`config.mk`:
```
export PLATFORM = sky130hd
export DESIGN_NAME = tape_image_record_deframer
export DESIGN_NICKNAME = d
export VERILOG_FILES = /design/src/sv/tird_pkg.sv /design/src/sv/tird_parse.sv /design/src/sv/tird_queue.sv /design/src/sv/tape_image_record_deframer.sv
export SDC_FILE = /design/constraint.sdc
export NUM_CORES = 2
export LEC_CHECK = 0
export BUFFER_PORTS_ARGS = -buffer_cell sky130_fd_sc_hd__buf_2
export CAP_MARGIN = 30
export CORE_ASPECT_RATIO = 0.75
export CORE_MARGIN = 8
export CORE_UTILIZATION = 50
export CTS_BUF_LIST = sky130_fd_sc_hd__clkbuf_16
export CTS_CLUSTER_DIAMETER = 60
export DETAILED_ROUTE_END_ITERATION = 8
export GPL_TIMING_DRIVEN = 0
export PLACE_DENSITY = 0.64
export SYNTH_ARGS = -nofsm -noshare
export SYNTH_HDL_FRONTEND = slang
export SYNTH_HIERARCHICAL = 1
export SYNTH_SLANG_ARGS = --single-unit
export TNS_END_PERCENT = 20
```
`constraint.sdc`:
```
create_clock -name clk -period 11.6 [get_ports clk]
set_input_delay 0.58 -clock clk [delete_from_list [all_inputs] [get_ports clk]]
set_output_delay 0.58 -clock clk [all_outputs]
set_load 0.01 [all_outputs]
```
`src/sv/tird_pkg.sv`:
```
// ---------------------------------------------------------------------------
// Tape image record deframer package
// Shared types and constants: header magic words, descriptor kinds, parser
// phases and the result descriptor that travels from the parser to the queue.
// ---------------------------------------------------------------------------
`default_nettype none

package tird_pkg;

  // Widths of the descriptor fields
  localparam int OFFSET_WIDTH_DEF = 32;
  localparam int IMG_LEN_W        = 32;
  localparam int OFS_W            = 32;
  localparam int LEN_W            = 24;
  localparam int BODY_W           = LEN_W + 1;
  localparam int WORD_W           = 32;
  localparam int QUEUE_DEPTH      = 4;

  // Header word codes
  localparam logic [WORD_W-1:0] MAGIC_EOM  = 32'hFFFF_FFFF;
  localparam logic [WORD_W-1:0] MAGIC_MARK = 32'h0000_0000;
  localparam logic [WORD_W-1:0] MAGIC_GAP  = 32'hFFFF_FFFE;
  localparam logic [7:0]        CLASS_GOOD = 8'h00;
  localparam int                HDR_BYTES  = 4;

  typedef enum logic [2:0] {
    KIND_GOOD    = 3'd0,
    KIND_BAD     = 3'd1,
    KIND_MARK    = 3'd2,
    KIND_GAP     = 3'd3,
    KIND_EOM     = 3'd4,
    KIND_SUMMARY = 3'd5
  } kind_t;

  typedef enum logic [1:0] {
    PH_HEADER  = 2'd0,
    PH_DATA    = 2'd1,
    PH_TRAILER = 2'd2,
    PH_STOPPED = 2'd3
  } phase_t;

  typedef struct packed {
    kind_t             kind;
    logic [OFS_W-1:0]  header_offset;
    logic [OFS_W-1:0]  flat_offset;
    logic [LEN_W-1:0]  record_length;
    logic              last;
  } result_t;

  // Up to two descriptors come out of one image byte
  typedef struct packed {
    logic    valid0;
    result_t res0;
    logic    valid1;
    result_t res1;
  } push_t;

endpackage

`default_nettype wire

```
`src/sv/tird_parse.sv`:
```
// ---------------------------------------------------------------------------
// Tape image parser
// Per-byte header, data and trailer tracking; produces the descriptors that
// one accepted image byte causes, in a single pass of logic.
// ---------------------------------------------------------------------------
`default_nettype none

module tird_parse #(
  parameter int OFFSET_WIDTH = tird_pkg::OFFSET_WIDTH_DEF
) (
  input  wire                            clk,
  input  wire                            rst,
  input  wire                            accept,
  input  wire  [7:0]                     image_byte,
  input  wire  [tird_pkg::IMG_LEN_W-1:0] image_length,
  output tird_pkg::push_t                push
);
  import tird_pkg::*;

  // Compare width: holds position + data + pad + trailer without overflow
  localparam int CW = ((OFFSET_WIDTH > IMG_LEN_W) ? OFFSET_WIDTH : IMG_LEN_W) + 2;

  phase_t                  phase, phase_next;
  logic [OFFSET_WIDTH-1:0] byte_position, byte_position_next;
  logic [WORD_W-1:0]       word_shift, word_shift_next;
  logic [1:0]              byte_in_word, byte_in_word_next;
  logic [WORD_W-1:0]       saved_header, saved_header_next;
  logic [BODY_W-1:0]       bytes_remaining, bytes_remaining_next;
  logic [OFFSET_WIDTH-1:0] record_start, record_start_next;
  logic [OFS_W-1:0]        flat_total, flat_total_next;

  logic [CW-1:0]     pos_ext, len_ext, start_ext, body_ext, next_ext;
  logic              active, step, word_done, overrun, trailer_match;
  logic [WORD_W-1:0] ws_shift;
  logic [LEN_W-1:0]  hdr_len, saved_len;
  logic [BODY_W-1:0] body, rem_dec;
  logic              rec_valid, sum_valid;
  result_t           rec, sum;

  // Shared decode of the current byte
  assign pos_ext   = {{(CW-OFFSET_WIDTH){1'b0}}, byte_position};
  assign len_ext   = {{(CW-IMG_LEN_W){1'b0}}, image_length};
  assign start_ext = {{(CW-OFFSET_WIDTH){1'b0}}, record_start};
  assign active    = pos_ext < len_ext;
  assign step      = accept && active;
  assign ws_shift  = {image_byte, word_shift[WORD_W-1:8]};
  assign word_done = (byte_in_word == 2'd3);
  assign hdr_len   = ws_shift[LEN_W-1:0];
  assign body      = {1'b0, hdr_len} + {{(BODY_W-1){1'b0}}, hdr_len[0]};
  assign body_ext  = {{(CW-BODY_W){1'b0}}, body};
  assign next_ext  = pos_ext + body_ext + CW'(1 + HDR_BYTES);
  assign overrun   = next_ext > len_ext;
  assign rem_dec   = (bytes_remaining != '0) ? bytes_remaining - 1'b1 : bytes_remaining;
  assign saved_len = saved_header[LEN_W-1:0];
  assign trailer_match = (ws_shift == saved_header);

  // Next phase
  always_comb begin
    phase_next = phase;
    if (step) begin
      case (phase)
        PH_HEADER: begin
          if (word_done && ws_shift != MAGIC_EOM && ws_shift != MAGIC_MARK &&
              ws_shift != MAGIC_GAP) begin
            if (overrun) begin
              phase_next = PH_STOPPED;
            end else if (body == '0) begin
              phase_next = PH_TRAILER;
            end else begin
              phase_next = PH_DATA;
            end
          end
        end
        PH_DATA: begin
          if (rem_dec == '0) begin
            phase_next = PH_TRAILER;
          end
        end
        PH_TRAILER: begin
          if (word_done) begin
            phase_next = PH_HEADER;
          end
        end
        default: begin
          phase_next = phase;
        end
      endcase
    end
  end

  // Datapath state and descriptors
  always_comb begin
    byte_position_next   = byte_position;
    word_shift_next      = word_shift;
    byte_in_word_next    = byte_in_word;
    saved_header_next    = saved_header;
    bytes_remaining_next = bytes_remaining;
    record_start_next    = record_start;
    flat_total_next      = flat_total;
    rec_valid            = 1'b0;
    rec.kind             = KIND_MARK;
    rec.header_offset    = start_ext[OFS_W-1:0];
    rec.flat_offset      = flat_total;
    rec.record_length    = '0;
    rec.last             = 1'b1;
    sum_valid            = 1'b0;
    if (step) begin
      byte_position_next = byte_position + 1'b1;
      case (phase)
        PH_HEADER: begin
          if (byte_in_word == 2'd0) begin
            record_start_next = byte_position;
          end
          word_shift_next   = ws_shift;
          byte_in_word_next = byte_in_word + 2'd1;
          if (word_done) begin
            if (ws_shift == MAGIC_EOM) begin
              rec_valid = 1'b1;
              rec.kind  = KIND_EOM;
            end else if (ws_shift == MAGIC_MARK) begin
              rec_valid = 1'b1;
              rec.kind  = KIND_MARK;
            end else if (ws_shift == MAGIC_GAP) begin
              rec_valid = 1'b1;
              rec.kind  = KIND_GAP;
            end else if (!overrun) begin
              saved_header_next    = ws_shift;
              bytes_remaining_next = body;
            end
          end
        end
        PH_DATA: begin
          bytes_remaining_next = rem_dec;
          if (rem_dec == '0) begin
            byte_in_word_next = 2'd0;
          end
        end
        PH_TRAILER: begin
          word_shift_next   = ws_shift;
          byte_in_word_next = byte_in_word + 2'd1;
          if (word_done && trailer_match) begin
            rec_valid         = 1'b1;
            rec.kind          = (saved_header[WORD_W-1:LEN_W] == CLASS_GOOD) ?
                                KIND_GOOD : KIND_BAD;
            rec.record_length = saved_len;
            flat_total_next   = flat_total + {{(OFS_W-LEN_W){1'b0}}, saved_len};
          end
        end
        default: begin
          byte_position_next = byte_position + 1'b1;
        end
      endcase
      sum_valid = (pos_ext + CW'(1)) == len_ext;
    end
    rec.last          = !sum_valid;
    sum.kind          = KIND_SUMMARY;
    sum.header_offset = '0;
    sum.flat_offset   = flat_total_next;
    sum.record_length = '0;
    sum.last          = 1'b1;
  end

  // Order the descriptors of this byte: object first, summary after
  always_comb begin
    push.valid0 = rec_valid || sum_valid;
    push.res0   = rec_valid ? rec : sum;
    push.valid1 = rec_valid && sum_valid;
    push.res1   = sum;
  end

  // Parser registers
  always_ff @(posedge clk) begin
    if (rst) begin
      phase           <= PH_HEADER;
      byte_position   <= '0;
      word_shift      <= '0;
      byte_in_word    <= '0;
      saved_header    <= '0;
      bytes_remaining <= '0;
      record_start    <= '0;
      flat_total      <= '0;
    end else begin
      phase           <= phase_next;
      byte_position   <= byte_position_next;
      word_shift      <= word_shift_next;
      byte_in_word    <= byte_in_word_next;
      saved_header    <= saved_header_next;
      bytes_remaining <= bytes_remaining_next;
      record_start    <= record_start_next;
      flat_total      <= flat_total_next;
    end
  end

endmodule

`default_nettype wire

```
`src/sv/tird_queue.sv`:
```
// ---------------------------------------------------------------------------
// Result queue
// Small descriptor queue that takes up to two descriptors a cycle and hands
// out one per transfer; it decouples the parser from a stalling receiver.
// ---------------------------------------------------------------------------
`default_nettype none

module tird_queue (
  input  wire                    clk,
  input  wire                    rst,
  input  wire tird_pkg::push_t   push,
  output logic                   room,
  output logic                   out_valid,
  input  wire                    out_ready,
  output tird_pkg::result_t      out_res
);
  import tird_pkg::*;

  localparam int PTR_W = $clog2(QUEUE_DEPTH);
  localparam int CNT_W = PTR_W + 1;

  result_t          slots [QUEUE_DEPTH];
  logic [PTR_W-1:0] wr_ptr, rd_ptr;
  logic [CNT_W-1:0] count, count_next;
  logic             pop;

  assign pop       = out_valid && out_ready;
  assign out_valid = (count != '0);
  assign out_res   = slots[rd_ptr];
  // Accept a byte only while two descriptors still fit
  assign room      = (count <= CNT_W'(QUEUE_DEPTH - 2));

  always_comb begin
    count_next = count + {{(CNT_W-1){1'b0}}, push.valid0}
                       + {{(CNT_W-1){1'b0}}, push.valid1}
                       - {{(CNT_W-1){1'b0}}, pop};
  end

  // Store pushed descriptors
  always_ff @(posedge clk) begin
    if (push.valid0) begin
      slots[wr_ptr] <= push.res0;
    end
    if (push.valid1) begin
      slots[wr_ptr + 1'b1] <= push.res1;
    end
  end

  // Advance pointers and fill count
  always_ff @(posedge clk) begin
    if (rst) begin
      wr_ptr <= '0;
      rd_ptr <= '0;
      count  <= '0;
    end else begin
      wr_ptr <= wr_ptr + {{(PTR_W-1){1'b0}}, push.valid0}
                       + {{(PTR_W-1){1'b0}}, push.valid1};
      if (pop) begin
        rd_ptr <= rd_ptr + 1'b1;
      end
      count <= count_next;
    end
  end

endmodule

`default_nettype wire

```
`src/sv/tape_image_record_deframer.sv`:
```
// ---------------------------------------------------------------------------
// Tape image record deframer
// Parses a byte stream of a tape image into object descriptors.
// ---------------------------------------------------------------------------
// Usage:
//   Write the image length in bytes on the cfg channel while the block is
//   idle, then stream the image on the s_ channel, one byte per transfer.
//   Each header word yields a descriptor for a mark, gap or end of medium;
//   a record yields one when its trailer matches the header. On the final
//   image byte an end summary with the total record data size follows.
//   Descriptors leave on the m_ channel; tlast flags the last descriptor
//   caused by one byte.
// Timing:
//   One byte per cycle while s_tready is high. A byte makes at most two
//   descriptors; they sit in a four-entry queue, and s_tready stays high
//   while two entries are free, so with the receiver always ready the
//   block takes a byte every cycle.
// Reset:
//   rst clears the parser, the length register and the queue.
// Stall:
//   When m_tready is low the queue fills and s_tready drops; nothing is lost.
// ---------------------------------------------------------------------------
`default_nettype none

module tape_image_record_deframer #(
  parameter int OFFSET_WIDTH = tird_pkg::OFFSET_WIDTH_DEF
) (
  input  wire         clk,
  input  wire         rst,
  // Configuration write
  input  wire         cfg_valid,
  output logic        cfg_ready,
  input  wire  [31:0] cfg_data,     // image_length
  // Image bytes
  input  wire         s_tvalid,
  output logic        s_tready,
  input  wire  [7:0]  s_tdata,      // [7:0] image_byte
  // Descriptors
  output logic        m_tvalid,
  input  wire         m_tready,
  output logic [87:0] m_tdata,      // [31:0] header_offset, [63:32] flat_offset,
                                    // [87:64] record_length
  output logic [2:0]  m_tuser,      // [2:0] item_kind
  output logic        m_tlast       // last_of_run
);
  import tird_pkg::*;

  logic [IMG_LEN_W-1:0] image_length;
  logic                 accept;
  push_t                push;
  result_t              out_res;

  // Hold the image length
  assign cfg_ready = 1'b1;
  always_ff @(posedge clk) begin
    if (rst) begin
      image_length <= '0;
    end else if (cfg_valid && cfg_ready) begin
      image_length <= cfg_data;
    end
  end

  assign accept = s_tvalid && s_tready;

  tird_parse #(
    .OFFSET_WIDTH (OFFSET_WIDTH)
  ) u_parse (
    .clk          (clk),
    .rst          (rst),
    .accept       (accept),
    .image_byte   (s_tdata),
    .image_length (image_length),
    .push         (push)
  );

  tird_queue u_queue (
    .clk       (clk),
    .rst       (rst),
    .push      (push),
    .room      (s_tready),
    .out_valid (m_tvalid),
    .out_ready (m_tready),
    .out_res   (out_res)
  );

  // Pack the descriptor
  assign m_tdata = {out_res.record_length, out_res.flat_offset, out_res.header_offset};
  assign m_tuser = out_res.kind;
  assign m_tlast = out_res.last;

endmodule

`default_nettype wire

```
==> reports/results.tsv <==
metric	value	unit
status	complete, no violations	
clk_path_buf_depth	3	
wl_per_cell	23.4	um
crit_type	register to register	
clk_pin_slew	60	ps
final.period_utilization	75.5	%
grt_max_degree	27	
r2r_start	u_parse/word_shift[8]	
maxSlewHeadroom	24.7	%
io_pins	140	
hold_viol	0	
synth_compound_area_share	7.99	%
detail-route-antenna-nets	0	
cts_max_level	3	
portBuffers	137	
fmax	114	MHz
whs_path_depth	3	
synth_top_family_by_area	multiplexers	
skew	33.5	ps
routed-via-count	25693	
cp-start-kind	register	
synth-seq-cells	590	
synth_edf_count	368	
syn_inst	3104	
tightest_slew	1120	ps
drv_slew	0	
cts_tree	yes	
dpl_cell_area	37300	um^2
synth_warnings	6	
synthesis.area	34900	um^2
worstPathMaxFanout	10	
synth_sequential_area_ratio	44.4	%
yosys.cell_types.count	85	
rows	84	
critPathSlowestCell	a21boi_0	
cp-end-kind	register	
multiInputGateArea	17800	um^2
slowest_delay	740	ps
numCtsBuffers	66	
cts_resized	0	
synth_xor_area_share	4.40	%
worstHoldStart	cfg_data[11]	
hold_path_end	image_length[11]	
drc	0	
timing.final.ws_setup	2840	ps
synth_async_sr_flop_share	0	%
holdBufCountCts	0	
area_growth	13.3	%
die_w	321	um
register_area	15500	um^2
final_util	56.7	%
vdd_ir_drop_max	106	uV
first_pass_iters	6	
crit_top_cell	ha_1	
ys_dominant_reg_cell	edfxtp_1	
grt_pass1_vias	25065	
crit_buf_inv	5	
clock_latency	620	ps
synth_area_per_cell	11.2	um^2
timing.hold.ws	192	ps
p_per_area	134	nW/um^2
r2r_setup_slack	2840	ps
die_h	245	um
post_cts_buffers	0	
arrival	9310	ps
gp_congestion	0.932	
dp_slack	2880	ps
finalPower	5.30	mW
grt_overflow	0	
cts_root_buf	clkbuf_16	
critPathRequiredTime	12150	ps
drv_cap	0	
synth_mux_area_share	20.2	%
hold_path_class	input pin to register	
post-route-min-period	8760	ps
dp_hpwl	76900	um
p_leak	16.3	nW
drive_gt1_share	26.0	%
start_util	50.1	%
viasPerCell	5.86	
timing.rr.end	u_parse/bytes_remaining[13]	
clock_sinks	590	
die-area	78500	um^2
grt_first_pass_wirelength	156000	um
stdcell_area	39500	um^2
core_area	69600	um^2
drt_wl_total	103000	um
r2r_cells	29	
setup_viol	0	
fillCellCount	6036	
path_delay_family	compound AO/OA/AOI/OAI gates	
rsz0062_at_grt	no	
drt_iter0_markers	2390	
grt.total_usage	25.6	%
synthAdderAreaFrac	5.71	%
num-nets-final	3588	
antenna_found_initial	2	
yosys.area_share.simple	12.0	%
logic make-up after synthesis:
group,Yosys count
mux,540
compound gates,453
other cells,3
fa+ha+maj,156
buf+inv,370
xor+xnor,175
simple gates,817
flops,590
cells in the mapped netlist, types with 12 or more instances:
cell | number | area [um^2]
inv_1 | 101 | 379
xnor2_1 | 106 | 928
a21oi_1 | 168 | 841
nand4_1 | 48 | 300
mux2_2 | 375 | 4220
nand2b_1 | 20 | 125
a211oi_1 | 12 | 90.1
nor4_1 | 39 | 244
nor2b_1 | 15 | 93.8
buf_2 | 42 | 210
nand2_1 | 215 | 807
edfxtp_1 | 368 | 11100
o211ai_1 | 19 | 143
nand3_1 | 52 | 260
mux2i_1 | 73 | 731
buf_4 | 78 | 586
mux4_2 | 92 | 2070
and2_1 | 93 | 582
a21o_1 | 23 | 173
or2_2 | 12 | 75.1
o21ai_0 | 110 | 551
ha_1 | 151 | 1890
clkbuf_1 | 124 | 465
and3_1 | 22 | 138
nor3_1 | 34 | 170
a31oi_1 | 19 | 119
nor2_1 | 200 | 751
or3_1 | 13 | 81.3
xor2_1 | 69 | 604
dfxtp_1 | 222 | 4440
o31ai_1 | 13 | 97.6
worst register-to-register path, delay by kind of cell, from the launching register on:
family                   cells  cell delay [ps]
AO/OA/AOI/OAI               13             3200
AND/OR/NAND/NOR              5             2040
adder cells (fa/ha/maj)      4             1250
buffers and inverters        5             1160
XOR/XNOR                     2              560
flip-flops                   1              510
worst max-delay path by stage:
stage                              start                          end  slack [ps]  cells past startpoint
6_report           u_parse/word_shift[8]  u_parse/bytes_remaining[13]        2840                     29
5_1_grt            u_parse/word_shift[8]  u_parse/bytes_remaining[21]        2410                     29
4_1_cts            u_parse/word_shift[8]  u_parse/bytes_remaining[13]        2840                     28
3_5_place_dp       u_parse/word_shift[8]  u_parse/bytes_remaining[13]        2880                     28
3_3_place_gp    u_parse/byte_position[0]         u_queue/slots[0][27]       -6400                     12
2_1_floorplan  u_parse/byte_position[17]          u_queue/slots[0][0]        1230                     13
state kept, by name, summed over array words and instances, names as in the netlist, 3 cells and up, named ones only:
signal                   flops
image_length                32
u_parse/byte_position       32
u_parse/bytes_remaining     25
u_parse/flat_total          32
u_parse/record_start        32
u_parse/saved_header        32
u_parse/word_shift          24
u_queue/count                3
u_queue/slots              368
metal layers:
metal	global-route usage [%]	vias to the layer above	share of wire (%)
met2	37.8	946	43
met1	39.5	12722	48
met4	5.66	4	2.0
met3	4.07	141	7.5
met5	0	-	0.017
li1	-	11880	-
placed cells by master (no fill, tap or decap), types with 20 or more instances in the layout:
| cell | netlist | layout |
|---|---|---|
| nor4_1 | 39 | 39 |
| clkbuf_1 | 124 | 124 |
| nor3_1 | 34 | 34 |
| edfxtp_1 | 368 | 368 |
| and3_1 | 22 | 22 |
| buf_4 | 78 | 78 |
| nand3_1 | 52 | 52 |
| mux4_2 | 92 | 92 |
| ha_1 | 151 | 151 |
| mux2_2 | 375 | 375 |
| nand2b_1 | 20 | 20 |
| inv_1 | 101 | 116 |
| xor2_1 | 69 | 69 |
| nand4_1 | 48 | 48 |
| conb_1 | 3 | 61 |
| a21oi_1 | 168 | 168 |
| and2_1 | 93 | 93 |
| o21ai_0 | 110 | 109 |
| dfxtp_1 | 222 | 222 |
| clkbuf_16 | 0 | 68 |
| nand2_1 | 215 | 215 |
| buf_2 | 42 | 180 |
| a21o_1 | 23 | 23 |
| nor2_1 | 200 | 199 |
| mux2i_1 | 73 | 73 |
| xnor2_1 | 106 | 106 |
per-stage QoR:
stage,instances,setup TNS [ps]
floorplan,3162,0
detailed placement,4264,0
global route,4385,0
global placement,4245,-1331220
finish,4386,0
CTS,4384,0
report_power, final:
group	total, mW	leakage, nW	switching [mW]	internal, mW
registers	2.26	5.41	0.0274	2.23
logic	0.961	9.78	0.576	0.385
clock network	2.08	1.10	0.890	1.19
cell type report:
type,count,share of cell area (%)
clock inverters,52,1.09
repair buffers,157,2.65
inverters,102,0.970
clock buffers,68,4.31
well taps,946,3.00
plain buffers,268,3.74
diodes,1,0.00634
multi-input cells,2202,45.0
flip-flops and latches,590,39.2
Note: power is estimated with default switching activity, not from simulation.
